===== src/rtl/edr_pkg.sv =====
package edr_pkg;

  localparam int MAX_WIDTH = 4096;
  localparam int MEM_DEPTH = MAX_WIDTH + 1;
  localparam int ADDR_W    = $clog2(MEM_DEPTH);

  localparam int SAMPLE_W   = 16;
  localparam int ERR_W      = 16;
  localparam int PIXEL_W    = 12;
  localparam int LW_W       = 13;
  localparam int SD_W       = 5;
  localparam int TD_W       = 4;
  localparam int CFG_IDX_W  = 2;
  localparam int CFG_DATA_W = 13;

  localparam logic [CFG_IDX_W-1:0] CFG_LINE_WIDTH   = 2'd0;
  localparam logic [CFG_IDX_W-1:0] CFG_SOURCE_DEPTH = 2'd1;
  localparam logic [CFG_IDX_W-1:0] CFG_TARGET_DEPTH = 2'd2;

  localparam logic [LW_W-1:0] LINE_WIDTH_RST   = 13'd1920;
  localparam logic [SD_W-1:0] SOURCE_DEPTH_RST = 5'd10;
  localparam logic [TD_W-1:0] TARGET_DEPTH_RST = 4'd8;

  // What the address stage hands to the diffusion stage for one request.
  typedef struct packed {
    logic [ADDR_W-1:0]   col;
    logic                row_start;
    logic                vld_a;
    logic                vld_b;
    logic                fwd_a;
    logic                fwd_b;
    logic [SAMPLE_W-1:0] s16;
  } edr_s1_t;

  typedef struct packed {
    logic              we;
    logic [ADDR_W-1:0] addr;
    logic [ERR_W-1:0]  data;
  } edr_wr_t;

  function automatic logic [ADDR_W-1:0] eff_width(input logic [LW_W-1:0] lw);
    logic [ADDR_W-1:0] w;
    if (lw == '0) begin
      w = ADDR_W'(1);
    end else if (int'(lw) > MAX_WIDTH) begin
      w = ADDR_W'(MAX_WIDTH);
    end else begin
      w = ADDR_W'(lw);
    end
    return w;
  endfunction

  // Left shift that brings a source sample up to 16 bits.
  function automatic logic [3:0] up_shift(input logic [SD_W-1:0] sd);
    logic [3:0] s;
    if (sd == '0) begin
      s = 4'd15;
    end else if (sd >= 5'd16) begin
      s = 4'd0;
    end else begin
      s = 4'(5'd16 - sd);
    end
    return s;
  endfunction

  function automatic logic [TD_W-1:0] tgt_clamp(input logic [TD_W-1:0] td);
    logic [TD_W-1:0] t;
    if (td < 4'd8) begin
      t = 4'd8;
    end else if (td > 4'd12) begin
      t = 4'd12;
    end else begin
      t = td;
    end
    return t;
  endfunction

endpackage


===== src/rtl/edr_addr_gen.sv =====
module edr_addr_gen (
  input  logic                         clk,
  input  logic                         rst_n,
  input  logic                         in_valid,
  output logic                         in_stall,
  input  logic [edr_pkg::SAMPLE_W-1:0] in_sample,
  input  logic                         in_plane_start,
  input  logic [edr_pkg::LW_W-1:0]     line_width,
  input  logic [edr_pkg::SD_W-1:0]     source_depth,
  input  logic                         s1_adv,
  output logic                         s1_valid,
  output edr_pkg::edr_s1_t             s1,
  output logic                         rd_en,
  output logic [edr_pkg::ADDR_W-1:0]   rd_addr_a,
  output logic [edr_pkg::ADDR_W-1:0]   rd_addr_b
);
  import edr_pkg::*;

  logic [ADDR_W-1:0] w;
  logic              accept;
  logic [ADDR_W-1:0] col_cur;
  logic [ADDR_W-1:0] col_inc;
  logic [ADDR_W-1:0] col_r, col_nxt;
  logic [ADDR_W-1:0] fill_r, fill_nxt;
  logic              s1_valid_r, s1_valid_nxt;
  edr_s1_t           s1_r, s1_nxt;

  assign w        = eff_width(line_width);
  assign in_stall = s1_valid_r & ~s1_adv;
  assign accept   = in_valid & ~in_stall;

  always_comb begin
    if (in_plane_start || (col_r >= w)) begin
      col_cur = '0;
    end else begin
      col_cur = col_r;
    end
  end

  assign col_inc = col_cur + ADDR_W'(1);

  // Entries below the fill count were written in the current plane; the
  // rest read as zero. Columns only step by one or restart at zero, so the
  // written entries always form such a prefix.
  always_comb begin
    col_nxt  = col_r;
    fill_nxt = fill_r;
    if (accept) begin
      col_nxt = (col_inc >= w) ? '0 : col_inc;
      if (in_plane_start || (col_inc > fill_r)) begin
        fill_nxt = col_inc;
      end
    end
  end

  always_comb begin
    s1_nxt           = s1_r;
    s1_valid_nxt     = accept | (s1_valid_r & ~s1_adv);
    if (accept) begin
      s1_nxt.col       = col_cur;
      s1_nxt.row_start = (col_cur == '0);
      s1_nxt.vld_a     = ~in_plane_start & (col_cur < fill_r);
      s1_nxt.vld_b     = ~in_plane_start & (col_inc < fill_r);
      // The request now leaving the diffusion stage writes its entry at this
      // very edge, too late for the memory read; its error is taken from the
      // running error register instead. A new plane sees none of it.
      s1_nxt.fwd_a     = ~in_plane_start & s1_adv & (s1_r.col == col_cur);
      s1_nxt.fwd_b     = ~in_plane_start & s1_adv & (s1_r.col == col_inc);
      s1_nxt.s16       = in_sample << up_shift(source_depth);
    end
  end

  always_ff @(posedge clk) begin
    if (!rst_n) begin
      col_r      <= '0;
      fill_r     <= '0;
      s1_valid_r <= 1'b0;
    end else begin
      col_r      <= col_nxt;
      fill_r     <= fill_nxt;
      s1_valid_r <= s1_valid_nxt;
    end
  end

  always_ff @(posedge clk) begin
    s1_r <= s1_nxt;
  end

  assign s1_valid  = s1_valid_r;
  assign s1        = s1_r;
  assign rd_en     = accept;
  assign rd_addr_a = col_cur;
  assign rd_addr_b = col_inc;

endmodule


===== config.mk =====
export PLATFORM = sky130hd
export DESIGN_NAME = edr_addr_gen
export DESIGN_NICKNAME = d
export VERILOG_FILES = /design/src/rtl/edr_pkg.sv /design/src/rtl/edr_addr_gen.sv
export SDC_FILE = /design/constraint.sdc
export NUM_CORES = 1
export LEC_CHECK = 0
export BUFFER_PORTS_ARGS = -buffer_cell sky130_fd_sc_hd__buf_2
export CORE_MARGIN = 2
export CORE_UTILIZATION = 61
export CTS_CLUSTER_SIZE = 8
export DETAILED_ROUTE_END_ITERATION = 7
export PLACE_DENSITY = 0.84
export SETUP_SLACK_MARGIN = 0.4
export SYNTH_ARGS = -nofsm -noshare
export SYNTH_HDL_FRONTEND = slang
export SYNTH_SLANG_ARGS = --single-unit

===== constraint.sdc =====
create_clock -name clk -period 9.9 [get_ports clk]
set_input_delay 1.98 -clock clk [delete_from_list [all_inputs] [get_ports clk]]
set_output_delay 1.98 -clock clk [all_outputs]
set_load 0.03 [all_outputs]

==> metrics.txt <==
vias in the first global route=4395; max_cap viols=0; CTS tree=built; Routed WL=13600 um; die span in y=95.3 um; Ports=102; Net Sw Frac=31.3%; Clock transition at path regs=0.07 ns; Flop pwr share=44.5%; Leak=0.00257 uW; #FFs+latches synth=61; gpl congestion=0.963; Critical R2R Launch=col_r[11]$_SDFFE_PN0P_; Final HPWL DP=10400 um; run status=finished, final reports clean; power per standard cell area=114 nW/um2; Via density=6.23; I/O Buffers=101; clock skew=0.0134 ns; Slew Viols, Final=0; DRC errors left=0; wire per inst=18.2 um; Fillers=616; Crit. End Element=output port; Most used DFF post-synth=edfxtp_1; clk sinks=61; Antenna Diode Count=0; DR iter-0 viols=323; synthesized area=5080 um2; Synthesized Nets=647; Root Driver=clkbuf_8; Worst Slack Setup Final=2.12 ns; Area growth syn-to-layout=13.5%; final worst path period share=78.5%; Clock Power Share=33.2%; CTS HTree Levels=3; share of cells above drive strength 1=22.2%; Post-synth EDFFs=34; warnings from Yosys=0; cells on worst reg2reg path=21; Setup Buffers After CTS=0; Initial Utilization=62.5%; largest net degree at the start of global routing=43; Netlist cell types=61; hold path depth=2; Max IR drop VDD=0.0000812 V; post-route ant nets=0; dpl ws=2.26 ns; die area=9080 um2; Clock Tree Buf Depth=2; CORE AREA=8130 um2; synth top area cells=edfxtp_1, ha_1, dfxtp_1, mux2i_1, nor2_1; top cell type's share of synthesized area=20.1%; average size of a mapped cell=9.16 um2; final setup vio count=0; GR Overflow Total=0; via count=4663; hold_buf cts=0; Setup TNS Final=0 ns; Slew @ Worst Pin=0.921 ns; RSZ-0062 raised after global routing=false; Async S/R FF share, synth=0%; Critical path origin=line_width[12]; Synth top cells by count=ha_1, nor2_1, mux2i_1; register area share after synthesis=30.7%; Cells after Synth=555; first-pass GRT wire length=21100 um; Peak Freq=129 MHz; post_cts resized=0; critical path arrival=5.80 ns; Relative slew margins=38.6%; Die Wd=95.3 um; Tot GR Track Use=30.3%; initial antenna violation count=0; Hold WC Path Type=reg2reg; startpoint types=input port; final net count=730; Crit path required time=7.92 ns; Hold Crit Start=fill_r[10]$_SDFFE_PN0P_; Net Switching=205 uW; Row Count=33; clk_lat worst skew=0.35 ns; Pint=451 uW; most common cell in the netlist=ha_1; WS Path Type=in2out; crit-path max FO=12; DRT Pass-1 Iters=8; cell taking the most area after synthesis=edfxtp_1; clock period minus final worst setup slack=7.78 ns; CTS Buf Count=9; combinational power share=22.3%; Fin. Hold Viols=0
[per-stage QoR]
stage	utilization, %	instance area [um2]	std cells	hold slack, ns	power, uW
after floorplan	-	5080	555	0.486	402
after global placement	68.6	5580	732	0.498	437
after detailed placement	68.6	5580	732	0.512	442
after CTS	71.0	5770	748	0.527	655
after global routing	71.0	5770	748	0.563	680
final	71.0	5770	748	0.521	655
[state kept, by name, indices dropped and copies added, names as in the netlist]
signal	flops
s1_valid	1
s1	34
col_r	13
fill_r	13
[logic make-up (layout without fill, tap and decap cells)]
group,count (synthesis),in the layout,share of synthesized area [%]
compound gates,114,114,16.3
xor+xnor,24,24,4.13
fa+ha+maj,53,53,13.0
buf+inv,64,152,5.76
flops,61,61,30.7
mux,46,46,9.57
simple gates,193,193,20.5
[worst paths after layout]
kind | to | slack (ns)
max reg2reg | col_r[11]$_SDFFE_PN0P_ | 3.97
max | rd_addr_b[10] | 2.12
min | fill_r[10]$_SDFFE_PN0P_ | 0.52
min reg2reg | fill_r[10]$_SDFFE_PN0P_ | 0.52
[area by class of cell]
class	count	area [um2]	area share, %
sequential	61	1560	27.1
multi-input combinational	430	3230	56.0
inverter	29	109	1.89
tap	105	131	2.28
clock buffer	9	124	2.15
timing repair buffer	107	551	9.54
clock inverter	7	66.3	1.15
[metal layers]
metal | global-route usage [%] | vias up | wire, um
met5 | 0 | - | 0
met4 | 15.3 | 0 | 633
met3 | 6.01 | 54 | 1130
met2 | 50.2 | 221 | 6400
met1 | 37.5 | 2192 | 5460
li1 | - | 2196 | -
[power by group through the flow]
stage | clock network, uW | logic [uW] | registers (uW)
after global placement | 0 | 140 | 297
after CTS | 218 | 145 | 292
after global routing | 229 | 158 | 293
after floorplan | 0 | 85.5 | 316
after detailed placement | 0 | 145 | 297
final | 217 | 146 | 292
[critical path, stage by stage]
cell and delay [ns]:
buf_2 0.11, inv_1 0.25, nand2_1 0.17, ha_1 0.35, a21oi_2 0.14, o21ai_2 0.08, a2111oi_4 0.38, o21a_1 0.19
nand2_1 0.23, inv_1 0.33, ha_1 0.19, inv_1 0.03, or2_1 0.25, nor2_1 0.15, xnor2_1 0.10, nor2_1 0.53
buf_2 0.32
[placed cells by master, fill, tap and decap left out, types with 4 or more instances in the layout]
cell type,instances
a211oi_1,9
a21boi_0,8
a21o_1,9
a21oi_1,19
a31oi_1,10
and2_1,17
and3_1,4
buf_2,101
buf_4,6
clkbuf_8,9
dfxtp_1,27
edfxtp_1,34
ha_1,53
inv_1,28
mux2i_1,43
nand2_1,34
nand3_1,15
nand3b_1,5
nand4_1,11
nor2_1,45
nor2b_1,22
nor3_1,8
nor4_1,8
nor4bb_1,7
o21a_1,6
o21ai_0,16
o32ai_1,5
xnor2_1,19
xor2_1,5
Power figures use the tool's default switching activity.
