===== config.mk =====
export PLATFORM = sky130hd
export DESIGN_NAME = edr_diffuse
export DESIGN_NICKNAME = d
export VERILOG_FILES = /design/src/rtl/edr_pkg.sv /design/src/rtl/edr_diffuse.sv
export SDC_FILE = /design/constraint.sdc
export NUM_CORES = 1
export LEC_CHECK = 0
export BUFFER_PORTS_ARGS = -buffer_cell sky130_fd_sc_hd__buf_2
export CAP_MARGIN = 30
export CORE_MARGIN = 3
export CORE_UTILIZATION = 45
export DETAILED_ROUTE_END_ITERATION = 16
export MAX_ROUTING_LAYER = met4
export PLACE_DENSITY = 0.62
export SLEW_MARGIN = 20
export SYNTH_ARGS = -nofsm -noshare
export SYNTH_HDL_FRONTEND = slang
export SYNTH_SLANG_ARGS = --single-unit

===== constraint.sdc =====
create_clock -name clk -period 15.7 [get_ports clk]
set_input_delay 1.57 -clock clk [delete_from_list [all_inputs] [get_ports clk]]
set_output_delay 1.57 -clock clk [all_outputs]
set_load 0.03 [all_outputs]

===== src/rtl/edr_pkg.sv =====
package edr_pkg;

  localparam int MAX_WIDTH = 4096;
  localparam int MEM_DEPTH = MAX_WIDTH + 1;
  localparam int ADDR_W    = $clog2(MEM_DEPTH);

  localparam int SAMPLE_W   = 16;
  localparam int ERR_W      = 16;
  localparam int PIXEL_W    = 12;
  localparam int LW_W       = 13;
  localparam int SD_W       = 5;
  localparam int TD_W       = 4;
  localparam int CFG_IDX_W  = 2;
  localparam int CFG_DATA_W = 13;

  localparam logic [CFG_IDX_W-1:0] CFG_LINE_WIDTH   = 2'd0;
  localparam logic [CFG_IDX_W-1:0] CFG_SOURCE_DEPTH = 2'd1;
  localparam logic [CFG_IDX_W-1:0] CFG_TARGET_DEPTH = 2'd2;

  localparam logic [LW_W-1:0] LINE_WIDTH_RST   = 13'd1920;
  localparam logic [SD_W-1:0] SOURCE_DEPTH_RST = 5'd10;
  localparam logic [TD_W-1:0] TARGET_DEPTH_RST = 4'd8;

  // What the address stage hands to the diffusion stage for one request.
  typedef struct packed {
    logic [ADDR_W-1:0]   col;
    logic                row_start;
    logic                vld_a;
    logic                vld_b;
    logic                fwd_a;
    logic                fwd_b;
    logic [SAMPLE_W-1:0] s16;
  } edr_s1_t;

  typedef struct packed {
    logic              we;
    logic [ADDR_W-1:0] addr;
    logic [ERR_W-1:0]  data;
  } edr_wr_t;

  function automatic logic [ADDR_W-1:0] eff_width(input logic [LW_W-1:0] lw);
    logic [ADDR_W-1:0] w;
    if (lw == '0) begin
      w = ADDR_W'(1);
    end else if (int'(lw) > MAX_WIDTH) begin
      w = ADDR_W'(MAX_WIDTH);
    end else begin
      w = ADDR_W'(lw);
    end
    return w;
  endfunction

  // Left shift that brings a source sample up to 16 bits.
  function automatic logic [3:0] up_shift(input logic [SD_W-1:0] sd);
    logic [3:0] s;
    if (sd == '0) begin
      s = 4'd15;
    end else if (sd >= 5'd16) begin
      s = 4'd0;
    end else begin
      s = 4'(5'd16 - sd);
    end
    return s;
  endfunction

  function automatic logic [TD_W-1:0] tgt_clamp(input logic [TD_W-1:0] td);
    logic [TD_W-1:0] t;
    if (td < 4'd8) begin
      t = 4'd8;
    end else if (td > 4'd12) begin
      t = 4'd12;
    end else begin
      t = td;
    end
    return t;
  endfunction

endpackage


===== src/rtl/edr_diffuse.sv =====
module edr_diffuse (
  input  logic                        clk,
  input  logic                        rst_n,
  input  logic                        s1_valid,
  input  edr_pkg::edr_s1_t            s1,
  input  logic [edr_pkg::ERR_W-1:0]   rd_data_a,
  input  logic [edr_pkg::ERR_W-1:0]   rd_data_b,
  input  logic [edr_pkg::TD_W-1:0]    target_depth,
  output logic                        s1_adv,
  output edr_pkg::edr_wr_t            wr,
  output logic                        out_valid,
  input  logic                        out_stall,
  output logic [edr_pkg::PIXEL_W-1:0] out_pixel
);
  import edr_pkg::*;

  logic [TD_W-1:0]    td;
  logic [3:0]         lsh;
  logic [3:0]         rsh;
  logic [19:0]        half;
  logic [PIXEL_W-1:0] pmax;
  logic [ERR_W-1:0]   err_a;
  logic [ERR_W-1:0]   err_b;
  logic [ERR_W-1:0]   run2;
  logic [ERR_W-1:0]   err_in;
  logic signed [19:0] v;
  logic [19:0]        v_sh;
  logic [PIXEL_W-1:0] pix;
  logic [ERR_W-1:0]   err_out;
  logic [ERR_W-1:0]   run_r;
  logic               out_valid_r, out_valid_nxt;
  logic [PIXEL_W-1:0] out_pixel_r;

  assign td   = tgt_clamp(target_depth);
  assign lsh  = 4'(5'd16 - {1'b0, td});
  assign rsh  = lsh + 4'd2;
  assign half = 20'd1 << (lsh + 4'd1);
  assign pmax = PIXEL_W'((13'd1 << td) - 13'd1);

  assign s1_adv = s1_valid & (~out_valid_r | ~out_stall);

  assign err_a = s1.fwd_a ? run_r : (s1.vld_a ? rd_data_a : '0);
  assign err_b = s1.fwd_b ? run_r : (s1.vld_b ? rd_data_b : '0);
  assign run2  = s1.row_start ? '0 : {run_r[ERR_W-2:0], 1'b0};

  // Errors wrap to 16 bits; the sample sum keeps enough bits to stay exact.
  assign err_in = run2 + err_a + err_b;
  assign v      = $signed({2'b00, s1.s16, 2'b00}) + $signed({{4{err_in[ERR_W-1]}}, err_in})
                  + $signed(half);
  assign v_sh   = $unsigned(v) >> rsh;

  always_comb begin
    if (v[19]) begin
      pix = '0;
    end else if (v_sh > {8'd0, pmax}) begin
      pix = pmax;
    end else begin
      pix = v_sh[PIXEL_W-1:0];
    end
  end

  assign err_out = s1.s16 - (ERR_W'({4'd0, pix}) << lsh);

  assign out_valid_nxt = s1_adv | (out_valid_r & out_stall);

  always_ff @(posedge clk) begin
    if (!rst_n) begin
      out_valid_r <= 1'b0;
      run_r       <= '0;
    end else begin
      out_valid_r <= out_valid_nxt;
      if (s1_adv) begin
        run_r <= err_out;
      end
    end
  end

  always_ff @(posedge clk) begin
    if (s1_adv) begin
      out_pixel_r <= pix;
    end
  end

  assign wr.we   = s1_adv;
  assign wr.addr = s1.col;
  assign wr.data = err_out;

  assign out_valid = out_valid_r;
  assign out_pixel = out_pixel_r;

endmodule


==> impl_results.md, run 1 <==
- Standard-cell rows: 45
- Final number of hold-violating endpoints: 0
- Slew HR: 0.4722
- Core area: 0.01543 sq mm
- Final design instance area without fill: 0.007898 sq mm
- Asr flop ratio synth: 0
- Io pins: 118
- Netlist Area Pre-Place: 0.007192 sq mm
- Final global-route overflow total: 0
- CP Data Arrival Time: 13080 ps
- DRT antenna net count: 0
- Max-Cap Viols: 0
- CP Capture Type: output port
- RSZ-0062 raised after global routing: yes
- Setup violations, final: 0
- Vias: 7417
- Crit path required time: 14130 ps
- Input/output buffers: 91
- Sum Neg Setup Slack: 0 ps
- PnR worst setup slack: 1055 ps
- Die height: 132.4 um
- Routed wire length: 23220 um
- First-pass GRT wire length: 36600 um
- Hold Worst Slack: 515.9 ps
- Clk slew on worst S/H paths: 50 ps
- CTS tree: built
- Seq cells post-synth: 29
- Max-slew violations: 0
- Post-Syn Area per Cell: 7.523 sq um
- GPL Wtd Cong: 0.9917
- Final #Nets: 1190
- DR WL/cell: 18.95 um
- Register area share after synthesis: 0.09743
- Met2 usage: 0.3900
- Period utilization: 0.9328
- Crit Path Max Fanout: 18
- Sink Count: 29
- GRT Resource Usage Total: 0.2637
- Gr busiest metal: met2
- CP Launch Type: input pin
- Setup Slack @ Placement: 958.4 ps
- Die Wd: 132.4 um
- Kind of critical path: input pin to output port
- Clock Tree Root: clkbuf_16
- Final min period: 14650 ps
- Area delta synth->final: 9.812%
- Detailed Route Iter0 Violations: 589
- Htree depth: 2
- First drt pass iteration count: 6
- Worst setup path start: s1[17]
- R2r startpoint: run_r[2]
- Die footprint: 0.01754 sq mm
- Slowest-stage cell, CP: fa_1
- Fmax: 68.28 MHz
- Share of cells above drive strength 1: 0.1372
- CTS max path bufs: 2
- Hold Startpoint: run_r[9]
- Largest net degree at the start of global routing: 51
- Cell count after synthesis: 956
- Slowest stage delay, CP: 510 ps
- Worst-Margin Slew: 786.8 ps
- Initial core utilization: 0.4662
- Placed cell area: 0.007732 sq mm
- Drt via density: 6.055
- Primary FF master, synth: dfxtp_1
- Vias in the first global route: 6737
- Status: complete, no violations
- Met3 Usage GRT: 0.03954
- CTS Buf Count: 5
- Initial antenna violation count: 0
- Synth warn: 0
- Setup bufs post-CTS: 0
- Worst-skew pair later-pin latency: 280 ps
- Distinct cells, synth: 84
- HP Class: register to register
- Final HPWL DP: 19090 um
- Filler cells: 1583
- Setup Skew: 4.309 ps
- Drt drc: 0
- Met1 Use GR: 0.3757
- EDFF count, synth: 12
## state kept, by name, indices dropped and copies added, names as in the netlist
register	flops
run_r	16
out_pixel	12
out_valid	1
## cell usage in the layout, fill, tap and decap left out, types with 11 or more instances in the layout
cell type | Yosys | layout
a22oi_1 | 15 | 15
and3_1 | 28 | 28
a211oi_1 | 17 | 17
a31oi_1 | 11 | 11
buf_2 | 6 | 91
nor3_1 | 21 | 21
buf_4 | 15 | 15
dfxtp_1 | 17 | 17
fa_1 | 31 | 31
inv_1 | 71 | 71
nor2b_1 | 18 | 17
xnor2_1 | 29 | 29
a22o_1 | 20 | 20
and2_1 | 12 | 12
nand3_1 | 25 | 25
ha_1 | 73 | 73
nand4_1 | 12 | 12
a21oi_1 | 54 | 54
a21o_1 | 23 | 23
o21ai_0 | 42 | 40
nand2_1 | 105 | 105
edfxtp_1 | 12 | 12
nor2_1 | 70 | 69
a21boi_0 | 19 | 18
## worst max-delay path: cells and delay by family
kind	cells	cell delay (ps)
buffers and inverters	5	920
AO/OA/AOI/OAI	31	5580
XOR/XNOR	3	560
AND/OR/NAND/NOR	12	2060
adder cells (fa/ha/maj)	6	2330
## metal layers
layer,up-vias,share of wire
met1,3447,0.45
met5,-,0
met4,0,0.031
li1,3585,-
met2,343,0.44
met3,42,0.076
## synthesized netlist by cell type, types with 15 or more instances
master,instances,area (sq um)
xnor2_1,29,254.0
nand2_1,105,394.1
a21boi_0,19,142.6
a211oi_1,17,127.6
nand3_1,25,125.1
nor3_1,21,105.1
and3_1,28,175.2
a22oi_1,15,112.6
o21ai_0,42,210.2
a22o_1,20,175.2
a21o_1,23,172.7
clkbuf_1,34,127.6
dfxtp_1,17,340.3
inv_1,71,266.5
a21oi_1,54,270.3
fa_1,31,620.6
buf_4,15,112.6
nor2_1,70,262.8
ha_1,73,913.4
nor2b_1,18,112.6
## through the flow
step	utilization	instances
floorplan	-	960
global placement	0.5012	1215
detailed placement	0.5012	1215
CTS	0.5104	1223
global route	0.5118	1224
finish	0.5119	1225
## final cells by class
type,count,area [sq um],share of cell area
multi-input cells,796,5939,0.7521
flip-flops and latches,29,700.7,0.08872
repair buffers,107,575.6,0.07288
inverters,73,274.0,0.03470
well taps,211,264.0,0.03343
clock buffers,5,125.1,0.01584
clock inverters,3,16.27,0.002060
diodes,1,2.502,0.0003169
## cells by family after synthesis
| logic type | share of synthesized area |
|---|---|
| XOR/XNOR | 0.04906 |
| multiplexers | 0.03010 |
| AND/OR/NAND/NOR | 0.2281 |
| other | 0.001044 |
| flip-flops | 0.09743 |
| buffers and inverters | 0.08142 |
| adder cells (fa/ha/maj) | 0.2133 |
| AO/OA/AOI/OAI | 0.2996 |
## worst paths after layout
check,to,slack [ps],cells after the start
setup reg to reg,run_r[15],4290,53
hold reg to reg,run_r[9],520,2
hold / removal,run_r[9],520,2
setup / recovery,wr[14],1050,57
## timing repair
action | 4_1_cts | 5_1_grt
hold buffers | 0 | 0
gates resized for setup | 0 | 8
setup endpoints to repair | 0 | 3
Power of run 1 is left out: the tool's default activity adds up to more than one toggle a clock period on the data nets, which glitch-free logic cannot reach.
==> run 2: changes to the inputs <==
==> constraint.sdc (replaced) <==
create_clock -name clk -period 15.7 [get_ports clk]
set_input_delay 0.785 -clock clk [delete_from_list [all_inputs] [get_ports clk]]
set_output_delay 0.785 -clock clk [all_outputs]
set_load 0.03 [all_outputs]
==> impl_results.md, run 2 (synthesized netlist as in run 1, its figures left out) <==
- Initial core utilization: 0.4662
- Share of cells above drive strength 1: 0.1271
- Status: complete, no violations
- Max-slew violations: 0
- Setup violations, final: 0
- Hold Startpoint: run_r[13]
- Initial antenna violation count: 0
- Flip-flop count of the largest register after layout: 16
- Htree depth: 2
- Slowest stage delay, CP: 670 ps
- Final #Nets: 1184
- Core area: 0.01543 sq mm
- Standard-cell rows: 45
- Die height: 132.4 um
- Post-CTS Resized: 0
- GPL Wtd Cong: 0.9728
- Die footprint: 0.01754 sq mm
- CP Launch Type: input pin
- Antenna cells: 0
- HP Class: register to register
- CTS Buf Count: 5
- CTS tree: built
- Clock Tree Root: clkbuf_16
- Setup bufs post-CTS: 0
- CP dominant cell by count: a21oi_1
- Slew HR: 0.4169
- Crit Path Max Fanout: 18
- RSZ-0062 raised after global routing: no
- Drt via density: 6.053
- Die Wd: 132.4 um
- Worst-skew pair later-pin latency: 280 ps
- Sink Count: 29
- Worst r2r dst: run_r[15]
- Vias: 7373
- Kind of critical path: input pin to output port
- Slack of the worst reg-to-reg path: 3270 ps
- Commonest non-fill, non-tap cells in the layout: nand2_1, buf_2, ha_1
- Largest net degree at the start of global routing: 51
- Area delta synth->final: 9.325%
- Hold path depth: 2
- CP Data Arrival Time: 13420 ps
- Clk slew on worst S/H paths: 50 ps
- R2R cell count: 51
- Max-Cap Viols: 0
- DRT antenna net count: 0
- Fmax: 70.39 MHz
- Worst-Margin Slew: 871.4 ps
- Vias in the first global route: 6867
- Input/output buffers: 91
- Final HPWL DP: 19080 um
- R2r startpoint: run_r[2]
- Period utilization: 0.9049
- Filler cells: 1609
- DR WL/cell: 19.11 um
- Final number of hold-violating endpoints: 0
- Io pins: 118
- First drt pass iteration count: 5
- CTS max path bufs: 2
- Final min period: 14210 ps
- Worst Hold End: run_r[13]
- First-pass GRT wire length: 36650 um
- Crit path required time: 14910 ps
- Routed wire length: 23270 um
- CP Capture Type: output port
- Post-CTS Hold Fix Bufs: 0
- Reg with most FFs: run_r
- Final global-route overflow total: 0
- Detailed Route Iter0 Violations: 564
- Worst setup path start: s1[17]
- Slowest-stage cell, CP: nor2_1
- Sum Neg Setup Slack: 0 ps
- Most common cell after layout, fill and taps aside: nand2_1
- GRT Resource Usage Total: 0.2636
- Setup Skew: 2.886 ps
- Drt drc: 0
run 2: cell types whose count changed in the layout (fill, tap and decap cells not counted), moves of 2 or more:
cell,delta
buf_4,-5
o21ai_0,+2
clkinv_2,-2
o21ai_1,-2
run 2: layout make-up:
| class | count | area (sq um) | area share |
|---|---|---|---|
| clock buffer | 8 | 167.7 | 0.02132 |
| tap | 211 | 264.0 | 0.03358 |
| inverter | 73 | 274.0 | 0.03485 |
| multi-input combinational | 796 | 5926 | 0.7537 |
| timing repair buffer | 101 | 530.5 | 0.06747 |
| sequential | 29 | 700.7 | 0.08912 |
run 2: worst max path at each step:
| stage | end | slack (ps) |
|---|---|---|
| after floorplan | wr[15] | 3110 |
| after global placement | wr[15] | 1970 |
| after detailed placement | wr[15] | 1700 |
| after CTS | wr[15] | 1640 |
| after global routing | wr[15] | 420 |
| final | wr[15] | 1490 |
run 2: metrics by stage:
step	setup WS [ps]	std cells	instance area, sq um	util	hold slack, ps
2_1_floorplan	3105	960	7207	-	465.6
3_5_place_dp	1698	1210	7695	0.4988	519.3
3_3_place_gp	1968	1210	7695	0.4988	515.1
6_report	1493	1218	7863	0.5097	525.7
5_1_grt	424.9	1218	7863	0.5097	555.5
4_1_cts	1641	1218	7863	0.5097	526.4
run 2: critical path: cells and delay by family:
family	cells	cell delay, ps
AOI/OAI and AO/OA	29	5780
buffers and inverters	4	720
xor gates and xnor gates	3	780
adders and majority gates	6	2240
and+or+nand+nor	13	3090
run 2: routing by layer:
| layer | track usage | part of all wire | vias to the layer above |
|---|---|---|---|
| met5 | - | 0 | - |
| met4 | 0.09353 | 0.039 | 0 |
| met3 | 0.03688 | 0.067 | 49 |
| met2 | 0.3931 | 0.44 | 308 |
| met1 | 0.3660 | 0.45 | 3441 |
| li1 | - | - | 3575 |
Power of run 2 is left out for the same reason.
